## src/png_unf_pkg.sv

```systemverilog
package png_unf_pkg;

    localparam int MAX_WIDTH_DEF       = 512;
    localparam int MAX_HEIGHT_DEF      = 512;
    localparam int PALETTE_ENTRIES_DEF = 256;

    // dimension arithmetic: 13 bits hold 4096, 15 bits hold 4096 * 4
    localparam int DIM_W    = 13;
    localparam int STRIDE_W = 15;

    localparam int CFG_INDEX_W = 2;
    localparam int CFG_DATA_W  = 10;

    localparam logic [CFG_INDEX_W-1:0] REG_IMAGE_WIDTH  = 2'd0;
    localparam logic [CFG_INDEX_W-1:0] REG_IMAGE_HEIGHT = 2'd1;
    localparam logic [CFG_INDEX_W-1:0] REG_COLOR_MODE   = 2'd2;
    localparam logic [CFG_INDEX_W-1:0] REG_ALPHA_COUNT  = 2'd3;

    localparam logic [7:0] MAX_FILTER_CODE = 8'd4;
    localparam logic [7:0] OPAQUE          = 8'hFF;

    typedef enum logic [1:0] {
        MODE_GRAY    = 2'd0,
        MODE_RGB     = 2'd1,
        MODE_PALETTE = 2'd2,
        MODE_RGBA    = 2'd3
    } color_mode_t;

    typedef enum logic [2:0] {
        FILT_NONE  = 3'd0,
        FILT_SUB   = 3'd1,
        FILT_UP    = 3'd2,
        FILT_AVG   = 3'd3,
        FILT_PAETH = 3'd4
    } filter_t;

    typedef enum logic [1:0] {
        KIND_SAMPLE  = 2'd0,
        KIND_FILTER  = 2'd1,
        KIND_PALETTE = 2'd2,
        KIND_BAD     = 2'd3
    } item_kind_t;

    // one accepted word, as decoded by the sequencer
    typedef struct packed {
        item_kind_t kind;
        filter_t    filter;
        logic [7:0] data;
        logic [1:0] ci;
        logic       pix_end;
        logic [8:0] column;
        logic [8:0] row;
        logic       row_nz;
        logic       last;
        logic [7:0] entry_index;
        logic [7:0] entry_red;
        logic [7:0] entry_green;
        logic [7:0] entry_blue;
        logic [7:0] entry_alpha;
    } seq_item_t;

    // unfiltered word handed to the output stage
    typedef struct packed {
        logic        pal_we;
        logic [7:0]  pal_index;
        logic [23:0] pal_rgb;
        logic [7:0]  pal_alpha;
        logic [7:0]  value;
        logic [23:0] acc;
        logic        transp;
        logic [8:0]  column;
        logic [8:0]  row;
        logic        last;
        logic        bad;
    } pix_word_t;

endpackage

```

## src/png_unf_seq.sv

```systemverilog
module png_unf_seq #(
    parameter int MAX_WIDTH  = png_unf_pkg::MAX_WIDTH_DEF,
    parameter int MAX_HEIGHT = png_unf_pkg::MAX_HEIGHT_DEF,
    localparam int LINE_AW   = $clog2(MAX_WIDTH * 4)
) (
    input  logic                     clk,
    input  logic                     rst_n,
    input  logic                     accept,
    input  logic                     opcode,
    input  logic [7:0]               data_byte,
    input  logic [7:0]               entry_index,
    input  logic [7:0]               entry_red,
    input  logic [7:0]               entry_green,
    input  logic [7:0]               entry_blue,
    input  logic [7:0]               entry_alpha,
    input  logic [9:0]               image_width,
    input  logic [9:0]               image_height,
    input  png_unf_pkg::color_mode_t color_mode,
    output png_unf_pkg::seq_item_t   item,
    output logic                     load,
    output logic                     line_rd_en,
    output logic [LINE_AW-1:0]       line_addr
);
    import png_unf_pkg::*;

    localparam int SHIFT  = LINE_AW + 1;
    localparam int PROD_W = LINE_AW + SHIFT;
    localparam logic [PROD_W-1:0] RECIP3 = PROD_W'((2 ** SHIFT + 2) / 3);

    logic [LINE_AW-1:0] byte_pos_reg, byte_pos_next;
    logic [8:0]         row_count_reg, row_count_next;
    filter_t            filter_kind_reg, filter_kind_next;
    logic               awaiting_reg, awaiting_next;
    logic               halted_reg, halted_next;

    logic [2:0]          ch;
    logic [DIM_W-1:0]    width_eff;
    logic [DIM_W-1:0]    height_eff;
    logic [STRIDE_W-1:0] stride;
    logic [PROD_W-1:0]   prod;
    logic [LINE_AW-1:0]  q3;
    logic [LINE_AW-1:0]  rem3;
    logic [LINE_AW-1:0]  quot;
    logic [1:0]          ci;
    logic                row_end;
    logic                img_end;

    always_comb
    begin
        case (color_mode)
            MODE_RGB:  ch = 3'd3;
            MODE_RGBA: ch = 3'd4;
            default:   ch = 3'd1;
        endcase

        width_eff = {3'b000, image_width};
        if (width_eff == '0)
            width_eff = DIM_W'(1);
        else if (width_eff > DIM_W'(MAX_WIDTH))
            width_eff = DIM_W'(MAX_WIDTH);

        height_eff = {3'b000, image_height};
        if (height_eff == '0)
            height_eff = DIM_W'(1);
        else if (height_eff > DIM_W'(MAX_HEIGHT))
            height_eff = DIM_W'(MAX_HEIGHT);

        stride = STRIDE_W'(width_eff) * STRIDE_W'(ch);

        // divide by three through the reciprocal, exact over the whole line
        prod = PROD_W'(byte_pos_reg) * RECIP3;
        q3   = LINE_AW'(prod >> SHIFT);
        rem3 = byte_pos_reg - ((q3 << 1) + q3);

        case (color_mode)
            MODE_RGB:
            begin
                quot = q3;
                ci   = rem3[1:0];
            end
            MODE_RGBA:
            begin
                quot = byte_pos_reg >> 2;
                ci   = byte_pos_reg[1:0];
            end
            default:
            begin
                quot = byte_pos_reg;
                ci   = 2'd0;
            end
        endcase

        row_end = (STRIDE_W'(byte_pos_reg) + STRIDE_W'(1)) >= stride;
        img_end = ({4'b0000, row_count_reg} + DIM_W'(1)) >= height_eff;
    end

    always_comb
    begin
        item             = '0;
        item.filter      = filter_kind_reg;
        item.data        = data_byte;
        item.ci          = ci;
        item.pix_end     = ({1'b0, ci} + 3'd1) == ch;
        item.column      = 9'(quot);
        item.row         = row_count_reg;
        item.row_nz      = row_count_reg != '0;
        item.last        = row_end && img_end;
        item.entry_index = entry_index;
        item.entry_red   = entry_red;
        item.entry_green = entry_green;
        item.entry_blue  = entry_blue;
        item.entry_alpha = entry_alpha;

        byte_pos_next    = byte_pos_reg;
        row_count_next   = row_count_reg;
        filter_kind_next = filter_kind_reg;
        awaiting_next    = awaiting_reg;
        halted_next      = halted_reg;

        if (opcode)
            item.kind = KIND_PALETTE;
        else if (awaiting_reg)
        begin
            if (data_byte > MAX_FILTER_CODE)
            begin
                item.kind   = KIND_BAD;
                halted_next = 1'b1;
            end
            else
            begin
                item.kind        = KIND_FILTER;
                filter_kind_next = filter_t'(data_byte[2:0]);
                awaiting_next    = 1'b0;
                byte_pos_next    = '0;
            end
        end
        else
        begin
            item.kind = KIND_SAMPLE;
            if (row_end)
            begin
                awaiting_next  = 1'b1;
                byte_pos_next  = '0;
                row_count_next = img_end ? 9'd0 : row_count_reg + 9'd1;
            end
            else
                byte_pos_next = byte_pos_reg + LINE_AW'(1);
        end
    end

    // words arriving while halted are swallowed
    assign load       = accept && !halted_reg;
    assign line_rd_en = load && (item.kind == KIND_SAMPLE);
    assign line_addr  = byte_pos_reg;

    always_ff @(posedge clk or negedge rst_n)
    begin
        if (!rst_n)
        begin
            byte_pos_reg    <= '0;
            row_count_reg   <= '0;
            filter_kind_reg <= FILT_NONE;
            awaiting_reg    <= 1'b1;
            halted_reg      <= 1'b0;
        end
        else if (load)
        begin
            byte_pos_reg    <= byte_pos_next;
            row_count_reg   <= row_count_next;
            filter_kind_reg <= filter_kind_next;
            awaiting_reg    <= awaiting_next;
            halted_reg      <= halted_next;
        end
    end

endmodule

```

## config.mk

```make
export PLATFORM = sky130hd
export DESIGN_NAME = png_unf_seq
export DESIGN_NICKNAME = d
export VERILOG_FILES = /design/src/png_unf_pkg.sv /design/src/png_unf_seq.sv
export SDC_FILE = /design/constraint.sdc
export NUM_CORES = 1
export LEC_CHECK = 0
export BUFFER_PORTS_ARGS = -buffer_cell sky130_fd_sc_hd__buf_2
export CELL_PAD_IN_SITES_DETAIL_PLACEMENT = 1
export CELL_PAD_IN_SITES_GLOBAL_PLACEMENT = 1
export CORE_AREA = 2 2 119 121
export CTS_CLUSTER_DIAMETER = 100
export DETAILED_ROUTE_END_ITERATION = 12
export DIE_AREA = 0 0 121 123
export PLACE_DENSITY = 0.8
export REMOVE_ABC_BUFFERS = 1
export SLEW_MARGIN = 20
export SYNTH_ARGS = -nofsm -noshare
export SYNTH_HDL_FRONTEND = slang
export SYNTH_SLANG_ARGS = --single-unit
```

## constraint.sdc

```tcl
create_clock -name clk -period 8.2 [get_ports clk]
set_clock_uncertainty 0.2 [all_clocks]
set_input_delay 0.41 -clock clk [delete_from_list [all_inputs] [get_ports clk]]
set_output_delay 0.41 -clock clk [all_outputs]
set_load 0.01 [all_outputs]
```

; After elaboration in Yosys (flattened, before gate mapping)
; Cells that the tools add are included.
[totals]
output_inout_bits = 89
word_cells = 56
inputBits = 74
reg_bits = 25
[op_classes]
add_sub_neg = 7
muxes = 17
order_cmp = 5
mul = 2
bitwise = 3
n_eq_ne = 4
reduce_logical = 13
[op_table]
columns = op, count
row1 = $mux 11, 3
row2 = $mux 10, 3
row3 = $gt 10x10->1 const B, 2
row4 = $logic_not 10->1, 2
row5 = $mul 11x10->20 const B, 1
row6 = $pmux 9 s2, 1
row7 = $ge 12x15->1, 1
row8 = $mul 13x3->15, 1
row9 = $ge 10x13->1, 1
row10 = $mux 13, 1
row11 = $add 11x1->12 const B, 1
row12 = $reduce_and 4->1, 3
row13 = $add 11x1->11 const B, 1
row14 = $add 9x1->10 const B, 1
row15 = $add 9x1->9 const B, 1
row16 = $mux 9, 1
row17 = $reduce_bool 9->1, 1
row18 = $gt 8x3->1 const B, 1
row19 = $mux 2, 3
row20 = $pmux 3 s2, 1
row21 = $pmux 2 s2, 1
row22 = $add 2x1->3 const B, 1
row23 = $eq 3x3->1, 1
row24 = $logic_and 1x1->1, 3
row25 = 11 further kinds, 15

; Logic depth before layout (Yosys ltp)
; Gate-level depths: netlist of the first run.
[logic_depth]
word_depth = 7
depth_mapped = 28
mapped_depth_nobuf = 27

; Least setup slack after synthesis of the first run
; OpenSTA, ideal clock, no wires.
[synth_timing]
kind = register to output
start = reg byte_pos_reg[4], in the netlist line_addr[4]
end = out item[60] (netlist name)
path_buffers = 0
t_arrival_ns = 6.129
path_stages_with_launch = 26
required_ns = 7.590
setup_slack_ns = 1.461
path_cell_list = dfrtp_1 > ha_1 > ha_1 > ha_1 > fa_1 > inv_1 > fa_1 > inv_1 > ha_1 > and2_1 > or2_2 > a221o_1 > a21o_1 > a21oi_1 > xnor2_1 > ha_1 > ha_1 > nor2_1 > xnor2_1 > xnor2_1 > xnor2_1 > o21ai_0 > ha_1 > nand2_1 > o22a_1 > o21ai_0
[synth_rtl]
columns = item, line
row1 = "start, declared", png_unf_seq.sv:30  ; logic [LINE_AW-1:0] byte_pos_reg, byte_pos_next;
row2 = "start signal, assigned", png_unf_seq.sv:168  ; byte_pos_reg <= byte_pos_next;
row3 = "end, declared", png_unf_seq.sv:19  ; output png_unf_pkg::seq_item_t item,

==> results.md, run 1 <==
- Critical path origin: line_addr[6]
- Final instance area: 5568 µm²
- Synthesized flop and latch total: 25
- Seq. cell area: 626.9 µm²
- Max Slew Vio Count: 0
- Site row count: 43
- Post-CTS Hold Buffers: 1
- Tot GR Track Use: 21.59%
- Nets: 867
- First-pass GRT wire length: 25.50 mm
- WP data required: 7.59 ns
- Post-route minimum period: 7.449 ns
- Initial core utilization: 38.50%
- Mapped cell area: 5240 µm²
- Non-filler cells, final: 836
- Total grt overflow: 0
- Number of global-route vias before repair: 4,776
- TritonCTS clock tree: built
- Worst-skew pair later-pin latency: 0.26 ns
- DRT iter0 DRCs: 163
- Setup Crit Path Kind: reg -> out
- Port buffer count: 82
- RD Place Congestion: 0.8288
- Drt pass-1 iters: 4
- Clk sinks: 25
- Hold EP: filter_kind_reg[2]
- Initial antenna violation count: 0
- Achievable Freq: 134.2 MHz
- Count of cell types in the netlist: 55
- Sequential area share after synthesis: 11.96%
- Die Ht: 123 µm
- Layout cells sized above 1: 14.94%
- Async set-reset flop share out of synthesis: 100.0%
- Diodes inserted: 0
- Vias: 4,488
- Hold Violations, Final: 0
- Num CTS Buffers: 3
- Resized Gates After CTS: 0
- Synth Instances: 626
- VDD IR max: 0.2028 mV
- Crit path max fanout: 12
- DP Cell Count: 831
- Clock transition at path regs: 0.07 ns
- CTS root buffer: clkbuf_16
- Result of the run: finished, final reports clean
- # fillers: 1,685
- WL final: 15.68 mm
- Synth Flop Type: dfrtp_1
- Routed wire length per instance: 18.76 µm
- R2R depth: 15
- # setup viols final: 0
- Warnings, synthesis: 0
- Placed wire-length estimate: 13.33 mm
- Number of flops mapped to enable cells by yosys: 0
- Max-cap violations: 0
- RSZ-0062 raised after global routing: no
- WHS Path Cells: 2
- Setup Fix Bufs, Post-CTS: 0
- Post-route ant nets: 0
- Pin count of the biggest net entering global routing: 26
- Total power divided by cell area: 334.7 nW/µm²
- Placed cell area: 5479 µm²
- HP Class: in -> reg
- Worst reg2reg path endpoint: line_addr[6]
- Number of flip-flops in the largest register: 11
- Longest Clk Path Bufs: 2
- Crit end category: primary output
- Multi-input gate area: 3894 µm²
- I/O Pins: 163
- Slew at the pin with the worst max-slew slack: 1.008 ns
- Hold_ws: 0.2087 ns
- Final period utilization: 90.85%
- Syn Area/Cell: 8.371 µm²
- R2R setup slack: 3.74 ns
- Worst Path Arrival: 6.84 ns
- Slew headroom: 32.81%
- DR DRC count: 0
- Horiz. Die Dim: 121 µm
- Setup TNS: 0 ns
- Core ar.: 13,610 µm²
- Reg2reg start: line_addr[2]
- H-tree Lvls: 1
- Util after Layout: 40.90%
- Synth-to-Final Area Change: 6.256%
- Vias per cell: 5.368
- Die area: 14,880 µm²
- Static leakage: 2.992 nW
- CP Launch Type: flop
- Critical hold path startpoint: data_byte[2]
[critical path, stage by stage (launching register included)]
cell and delay [ns]:
dfrtp_1 0.68, ha_1 0.35, ha_1 0.30, ha_1 0.30, fa_1 0.54, inv_1 0.06
fa_1 0.51, inv_1 0.05, ha_1 0.32, and2_1 0.21, or2_2 0.30, a221o_1 0.29
a21o_1 0.18, a21oi_1 0.17, xnor2_1 0.23, ha_1 0.32, ha_1 0.18, nor2_1 0.11
xnor2_1 0.16, xnor2_1 0.12, xnor2_1 0.16, o21ai_0 0.27, ha_1 0.25, nand2_1 0.06
o22a_1 0.17, o21ai_0 0.14, buf_2 0.16
[cell type report]
class                      instances  share of cell area (%)
clock buffer                       4                   1.416
inverter                          86                   5.798
multi-input combinational        458                   69.93
sequential                        25                   11.26
tap                              180                   4.045
timing repair buffer              83                   7.551
[how the worst max path moves through the flow]
stage,endpoint,slack [ns],cells after the start
6_report,item[60],0.75,26
5_1_grt,item[60],0.27,26
4_1_cts,item[60],0.72,26
3_5_place_dp,item[60],1.03,26
3_3_place_gp,item[60],1.29,26
2_1_floorplan,item[60],1.44,25
[synthesized netlist by cell type (all sizes together) (2+ instances only)]
cell	instances	share of area, %
a21o	8	1.1
clkbuf	6	0.43
or3	2	0.24
o311ai	2	0.67
o21ai	29	2.8
o31a	2	0.33
dfrtp	24	11
o21bai	2	0.29
nand2b	13	1.6
ha	102	24
nor2	35	2.5
xor2	8	1.3
o21a	5	0.72
a21oi	36	3.5
buf	51	7.1
nor4	6	0.72
nand3	13	1.2
a22o	6	1.0
mux2i	7	1.3
nor3	14	1.3
xnor2	26	4.3
nor2b	9	1.1
and2	15	1.8
or2	3	0.36
fa	34	13
mux2	3	0.64
and3	7	0.84
a221o	2	0.38
o41ai	2	0.48
a211oi	2	0.29
nand2	48	3.4
a31oi	4	0.48
inv	85	6.1
[power by group]
part | total [mW] | internal (mW) | leakage (nW) | switching (mW)
clock | 0.114 | 0.0667 | 0.0382 | 0.0469
combinational | 1.50 | 0.651 | 2.64 | 0.847
sequential | 0.251 | 0.162 | 0.317 | 0.0888
total | 1.86 | 0.881 | 2.99 | 0.983
[cells in the final DEF, fill, tap and decap left out, drive strengths merged, types with 3 or more instances in the layout]
| cell | netlist | final |
|---|---|---|
| a22o | 6 | 6 |
| o21ai | 29 | 29 |
| nand2b | 13 | 13 |
| nand2 | 48 | 48 |
| ha | 102 | 102 |
| nor4 | 6 | 6 |
| mux2i | 7 | 7 |
| a21o | 8 | 8 |
| a31oi | 4 | 4 |
| nor2 | 35 | 35 |
| dfrtp | 24 | 24 |
| xnor2 | 26 | 26 |
| fa | 34 | 34 |
| or2 | 3 | 3 |
| nor2b | 9 | 9 |
| buf | 51 | 82 |
| nor3 | 14 | 14 |
| and2 | 15 | 15 |
| inv | 85 | 85 |
| mux2 | 3 | 3 |
| a21oi | 36 | 36 |
| and3 | 7 | 7 |
| clkbuf | 6 | 4 |
| xor2 | 8 | 8 |
| o21a | 5 | 5 |
| nand3 | 13 | 13 |
[routing by layer]
metal / part of all wire (%) / vias to the layer above / track usage [%] / routed length, µm
li1: - / 2126 / - / -
met1: 44 / 2209 / 27.52 / 6852
met2: 47 / 139 / 35.92 / 7320
met3: 8.3 / 12 / 7.288 / 1307
met4: 1.0 / 2 / 3.052 / 162
met5: 0.24 / - / 4.167 / 37
[through the flow]
stage	power (mW)	worst slack (ns)
2_1_floorplan	1.288	1.441
3_3_place_gp	1.680	1.285
3_5_place_dp	1.755	1.027
4_1_cts	1.885	0.7152
5_1_grt	2.097	0.2691
6_report	1.864	0.7507
[cell families after synthesis]
kind of cell,synth area share (%)
AO/OA/AOI/OAI,13.40
adder cells (fa/ha/maj),37.34
XOR/XNOR,5.683
buffers and inverters,13.73
flip-flops,11.96
multiplexers,1.982
AND/OR/NAND/NOR,15.90
(Power assumes the default switching activity.)
==> run 2: changes to the inputs <==
CORE_AREA = 5 5 122 124   (was 2 2 119 121)
DIE_AREA = 0 0 127 129   (was 0 0 121 123)
==> run 2 against run 1 <==
  * Highest routed layer unchanged
  * Sequential power hardly changed
  * Largest cell class unchanged
  * Flip-flop and latch count is the same
  * Register-to-register slack worse by 0.11 ns
  * Total power fell by 0.72%
==> results.md, run 2 (synthesis results as in run 1) <==
- Synth-to-Final Area Change: 6.256%
- Resized Gates After CTS: 0
- Post-CTS Hold Buffers: 1
- Pin count of the biggest net entering global routing: 26
- Number of flip-flops in the largest register: 11
- R2R setup slack: 3.63 ns
- Final instance area: 5568 µm²
- VDD IR max: 0.1663 mV
- Max-cap violations: 0
- Final period utilization: 88.92%
- TritonCTS clock tree: built
- Max Slew Vio Count: 0
- Seq. cell area: 626.9 µm²
- Setup TNS: 0 ns
- DRT iter0 DRCs: 139
- Clock transition at path regs: 0.07 ns
- H-tree Lvls: 1
- Port buffer count: 82
- Worst reg2reg path endpoint: line_addr[5]
- Placed wire-length estimate: 13.50 mm
- Crit path max fanout: 12
- CTS root buffer: clkbuf_16
- First-pass GRT wire length: 26.01 mm
- CP Launch Type: flop
- R2R depth: 15
- Slew at the pin with the worst max-slew slack: 1.058 ns
- Critical hold path startpoint: data_byte[0]
- Die Ht: 129 µm
- Multi-input gate area: 3894 µm²
- Worst Path Arrival: 6.68 ns
- Total power divided by cell area: 332.3 nW/µm²
- Routed wire length per instance: 18.93 µm
- Max incr delay on CP: 0.62 ns
- Hold Violations, Final: 0
- Drt pass-1 iters: 5
- Initial core utilization: 38.34%
- Pwr Total: 1.850 mW
- Setup Crit Path Kind: reg -> out
- RD Place Congestion: 0.8713
- # fillers: 1,682
- Placed cell area: 5479 µm²
- Core ar.: 13,670 µm²
- Crit end category: primary output
- Layout cells sized above 1: 14.94%
- Reg2reg start: line_addr[2]
- Hold EP: filter_kind_reg[0]
- RSZ-0062 raised after global routing: no
- Diodes inserted: 0
- Commonest non-fill, non-tap cell in the layout: ha_1
- Static leakage: 2.992 nW
- Total grt overflow: 0
- Nets: 867
- Slew headroom: 29.44%
- Site row count: 43
- WL final: 15.82 mm
- Commonest cells after routing, fill and taps aside: 102 x ha_1, 85 x inv_1, 82 x buf_2
- Result of the run: finished, final reports clean
- Post-route ant nets: 0
- Number of global-route vias before repair: 4,867
- DR DRC count: 0
- HP Class: in -> reg
- Vias per cell: 5.293
- Worst-skew pair later-pin latency: 0.26 ns
- Achievable Freq: 137.2 MHz
- Cell mode on critical path: ha_1
- Initial antenna violation count: 0
- Num CTS Buffers: 3
- Longest Clk Path Bufs: 2
- WHS Path Cells: 2
- Horiz. Die Dim: 127 µm
- Vias: 4,425
- WP data required: 7.59 ns
- Die area: 16,380 µm²
- Non-filler cells, final: 836
- DP Cell Count: 831
- Post-route minimum period: 7.291 ns
- # setup viols final: 0
- Setup Fix Bufs, Post-CTS: 0
- Slowest CP cell: dfrtp_1
- Clk sinks: 25
- Tot GR Track Use: 19.42%
- I/O Pins: 163
[run 2: cell counts in the layout (fill, tap and decap cells not counted)]
No cell type changed its count.
[run 2: power breakdown]
part / internal [mW] / switching [mW]
Sequential: 0.163 / 0.0897
Clock: 0.0666 / 0.0457
Combinational: 0.649 / 0.837
[run 2: final cells by class]
type,instances,area share (%)
Multi-Input combinational cell,458,69.93
Clock buffer,4,1.416
Sequential cell,25,11.26
Timing Repair Buffer,83,7.551
Inverter,86,5.798
Tap cell,180,4.045
[run 2: stage by stage]
step                setup WS (ns)  hold slack (ns)  util [%]
global placement            1.348           0.2421     40.09
CTS                        0.8596           0.2132     40.74
floorplan                   1.441         -0.08559         -
global route               0.3958           0.2200     40.74
finish                     0.9089           0.2111     40.74
detailed placement          1.182           0.2600     40.09
[run 2: per-layer routing]
layer,GRT usage [%],vias up,part of all wire [%]
met2,32.22,135,47
met1,25.43,2159,45
li1,-,2119,-
met5,4.412,-,0.37
met3,6.061,10,7.5
met4,2.145,2,0.55
[run 2: worst max-delay path by stage]
stage	end	depth (start not counted)	slack [ns]	start
floorplan	item[60]	25	1.44	line_addr[6]
global placement	item[60]	26	1.35	line_addr[6]
detailed placement	item[60]	27	1.18	line_addr[6]
CTS	item[60]	26	0.86	line_addr[6]
global route	item[60]	27	0.40	line_addr[6]
finish	item[60]	26	0.91	line_addr[6]
[run 2: critical path: cells and delay by family (launching register included)]
kind            cells  cell delay (ns)
xor+xnor            4             0.62
flops               1             0.62
fa+ha+maj           9             3.06
compound gates      6             1.19
buf+inv             3             0.25
simple gates        4             0.67
==> run 3: changes to the inputs <==
HOLD_SLACK_MARGIN = 0.05   (was not set)
REMOVE_ABC_BUFFERS = not set   (was 1)
==> run 3 against run 2 <==
  * Worst setup slack got worse by 0.044 ns
  * Register-to-register slack lost 0.07 ns
  * Critical endpoint unchanged
  * Clock-buffer cell count decreased by 1
  * Largest power group unchanged
  * Core utilization about the same
  * Wire length decreased by 8.3%
==> results.md, run 3 (synthesis results as in run 1) <==
- Core ar.: 13,670 µm²
- Total grt overflow: 0
- Clk pwr share: 6.0%
- RSZ-0062 raised after global routing: no
- Max-cap violations: 0
- P_int: 0.8798 mW
- Setup TNS: 0 ns
- Total power divided by cell area: 336.1 nW/µm²
- First-pass GRT wire length: 24.07 mm
- I/O Pins: 163
- R2R depth: 14
- DR DRC count: 0
- TritonCTS clock tree: built
- Number of global-route vias before repair: 4,832
- Number of flip-flops in the largest register: 11
- Critical path origin: line_addr[6]
- Hold Violations, Final: 0
- Slew headroom: 30.47%
- Setup Crit Path Kind: reg -> out
- Critical path's top delay family: adder cells
- VDD IR max: 0.3296 mV
- Clock transition at path regs: 0.07 ns
- Horiz. Die Dim: 127 µm
- Psw: 0.9921 mW
- Nets: 867
- Switching share of power: 53.00%
- Vias per cell: 5.275
- # setup viols final: 0
- Initial core utilization: 38.34%
- Commonest cells after routing, fill and taps aside: 102 x ha_1, 85 x inv_1, 82 x buf_2
- WP data required: 7.59 ns
- # fillers: 1,675
- Num CTS Buffers: 3
- Clk sinks: 25
- Worst reg2reg path endpoint: line_addr[5]
- Result of the run: finished, final reports clean
- Vias: 4,410
- Max incr delay on CP: 0.63 ns
- H-tree Lvls: 1
- Port buffer count: 82
- Static leakage: 2.995 nW
- Placed wire-length estimate: 12.54 mm
- Util after Layout: 40.75%
- Site row count: 43
- Routed wire length per instance: 17.36 µm
- Flop pwr share: 13.4%
- Critical path depth in cells: 26
- Resized Gates After CTS: 0
- Synth-to-Final Area Change: 6.280%
- Commonest non-fill, non-tap cell in the layout: ha_1
- CP Launch Type: flop
- HP Class: in -> reg
- Crit path max fanout: 12
- Slew at the pin with the worst max-slew slack: 1.043 ns
- Diodes inserted: 0
- Tot GR Track Use: 17.82%
- Slowest CP cell: dfrtp_1
- Longest Clk Path Bufs: 2
- Drt pass-1 iters: 4
- Die area: 16,380 µm²
- Worst Slack Setup Final: 0.8654 ns
- WHS Path Cells: 2
- Crit end category: primary output
- Reg2reg start: line_addr[1]
- Final period utilization: 89.45%
- Worst-skew pair later-pin latency: 0.26 ns
- Post-route minimum period: 7.335 ns
- Die Ht: 129 µm
- Syn_nets: 836
- Combinational share of power: 80.6%
- Critical Path End: item[60]
- RD Place Congestion: 0.8831
- Layout cells sized above 1: 15.09%
- Pin count of the biggest net entering global routing: 26
- Buf/Inv on CP: 3
- DRT iter0 DRCs: 129
- Cell mode on critical path: ha_1
- Max Slew Vio Count: 0
- Dpl ws: 1.135 ns
- Worst Path Arrival: 6.72 ns
- CTS root buffer: clkbuf_16
- Initial antenna violation count: 0
- Achievable Freq: 136.3 MHz
- R2R setup slack: 3.56 ns
- Post-route ant nets: 0
- WL final: 14.52 mm
- Setup Fix Bufs, Post-CTS: 0
==> run 3: stage by stage <==
stage	hold WS, ns	instances	area [µm²]	power, mW
2_1_floorplan	-0.08559	626	5240	1.316
3_3_place_gp	0.2404	831	5479	1.668
3_5_place_dp	0.2452	831	5479	1.771
4_1_cts	0.2062	836	5569	1.900
5_1_grt	0.2154	836	5569	2.090
6_report	0.2076	836	5569	1.872
==> run 3: worst min path at each step <==
stage / start / slack, ns / end
finish: data_byte[1] / 0.21 / filter_kind_reg[1]
global route: data_byte[0] / 0.22 / filter_kind_reg[0]
CTS: data_byte[1] / 0.21 / filter_kind_reg[1]
detailed placement: rst_n / 0.25 / row_count_reg[8]
global placement: rst_n / 0.24 / row_count_reg[8]
floorplan: rst_n / -0.09 / filter_kind_reg[0]
==> run 3: power by group through the flow <==
stage               combinational (mW)  clock, mW  sequential [mW]
CTS                               1.53      0.116            0.254
global route                      1.71      0.121            0.263
floorplan                         1.08          0            0.238
global placement                  1.42          0            0.251
detailed placement                1.52          0            0.255
finish                            1.51      0.112            0.252
==> run 3: cell type report <==
type / count / area [µm²] / share of cell area [%]
inverter: 86 / 322.8 / 5.796
tap: 180 / 225.2 / 4.044
clock buffer: 3 / 75.07 / 1.348
timing repair buffer: 83 / 420.4 / 7.549
clock inverter: 1 / 5.005 / 0.08987
multi-input combinational: 458 / 3894 / 69.92
sequential: 25 / 626.9 / 11.26
==> run 3: what timing repair did <==
| action | 4_1_cts | 5_1_grt |
|---|---|---|
| endpoints found under the setup margin | 0 | 0 |
| hold buffers | 1 | 0 |
| hold endpoints to repair | 24 | 0 |
==> run 3: metal layers <==
| metal | vias to the layer above | wire length, µm | GRT usage, % |
|---|---|---|---|
| met5 | - | 0 | 0 |
| met4 | 0 | 171 | 2.965 |
| met3 | 15 | 825 | 2.200 |
| met2 | 117 | 7369 | 33.06 |
| met1 | 2151 | 6150 | 22.50 |
| li1 | 2127 | - | - |
==> run 3: worst reg2reg max path, cell delays in order, from the launching register on <==
cell and delay [ns]:
dfrtp_1 0.62, ha_1 0.43, nand3_1 0.21, nor2_1 0.33, nand3_1 0.17, xnor2_1 0.26
ha_1 0.29, o21a_1 0.11, o21a_1 0.16, o21ai_0 0.21, a31o_2 0.14, o31ai_1 0.12
a21oi_1 0.83, o21ai_0 0.24, a31oi_1 0.23
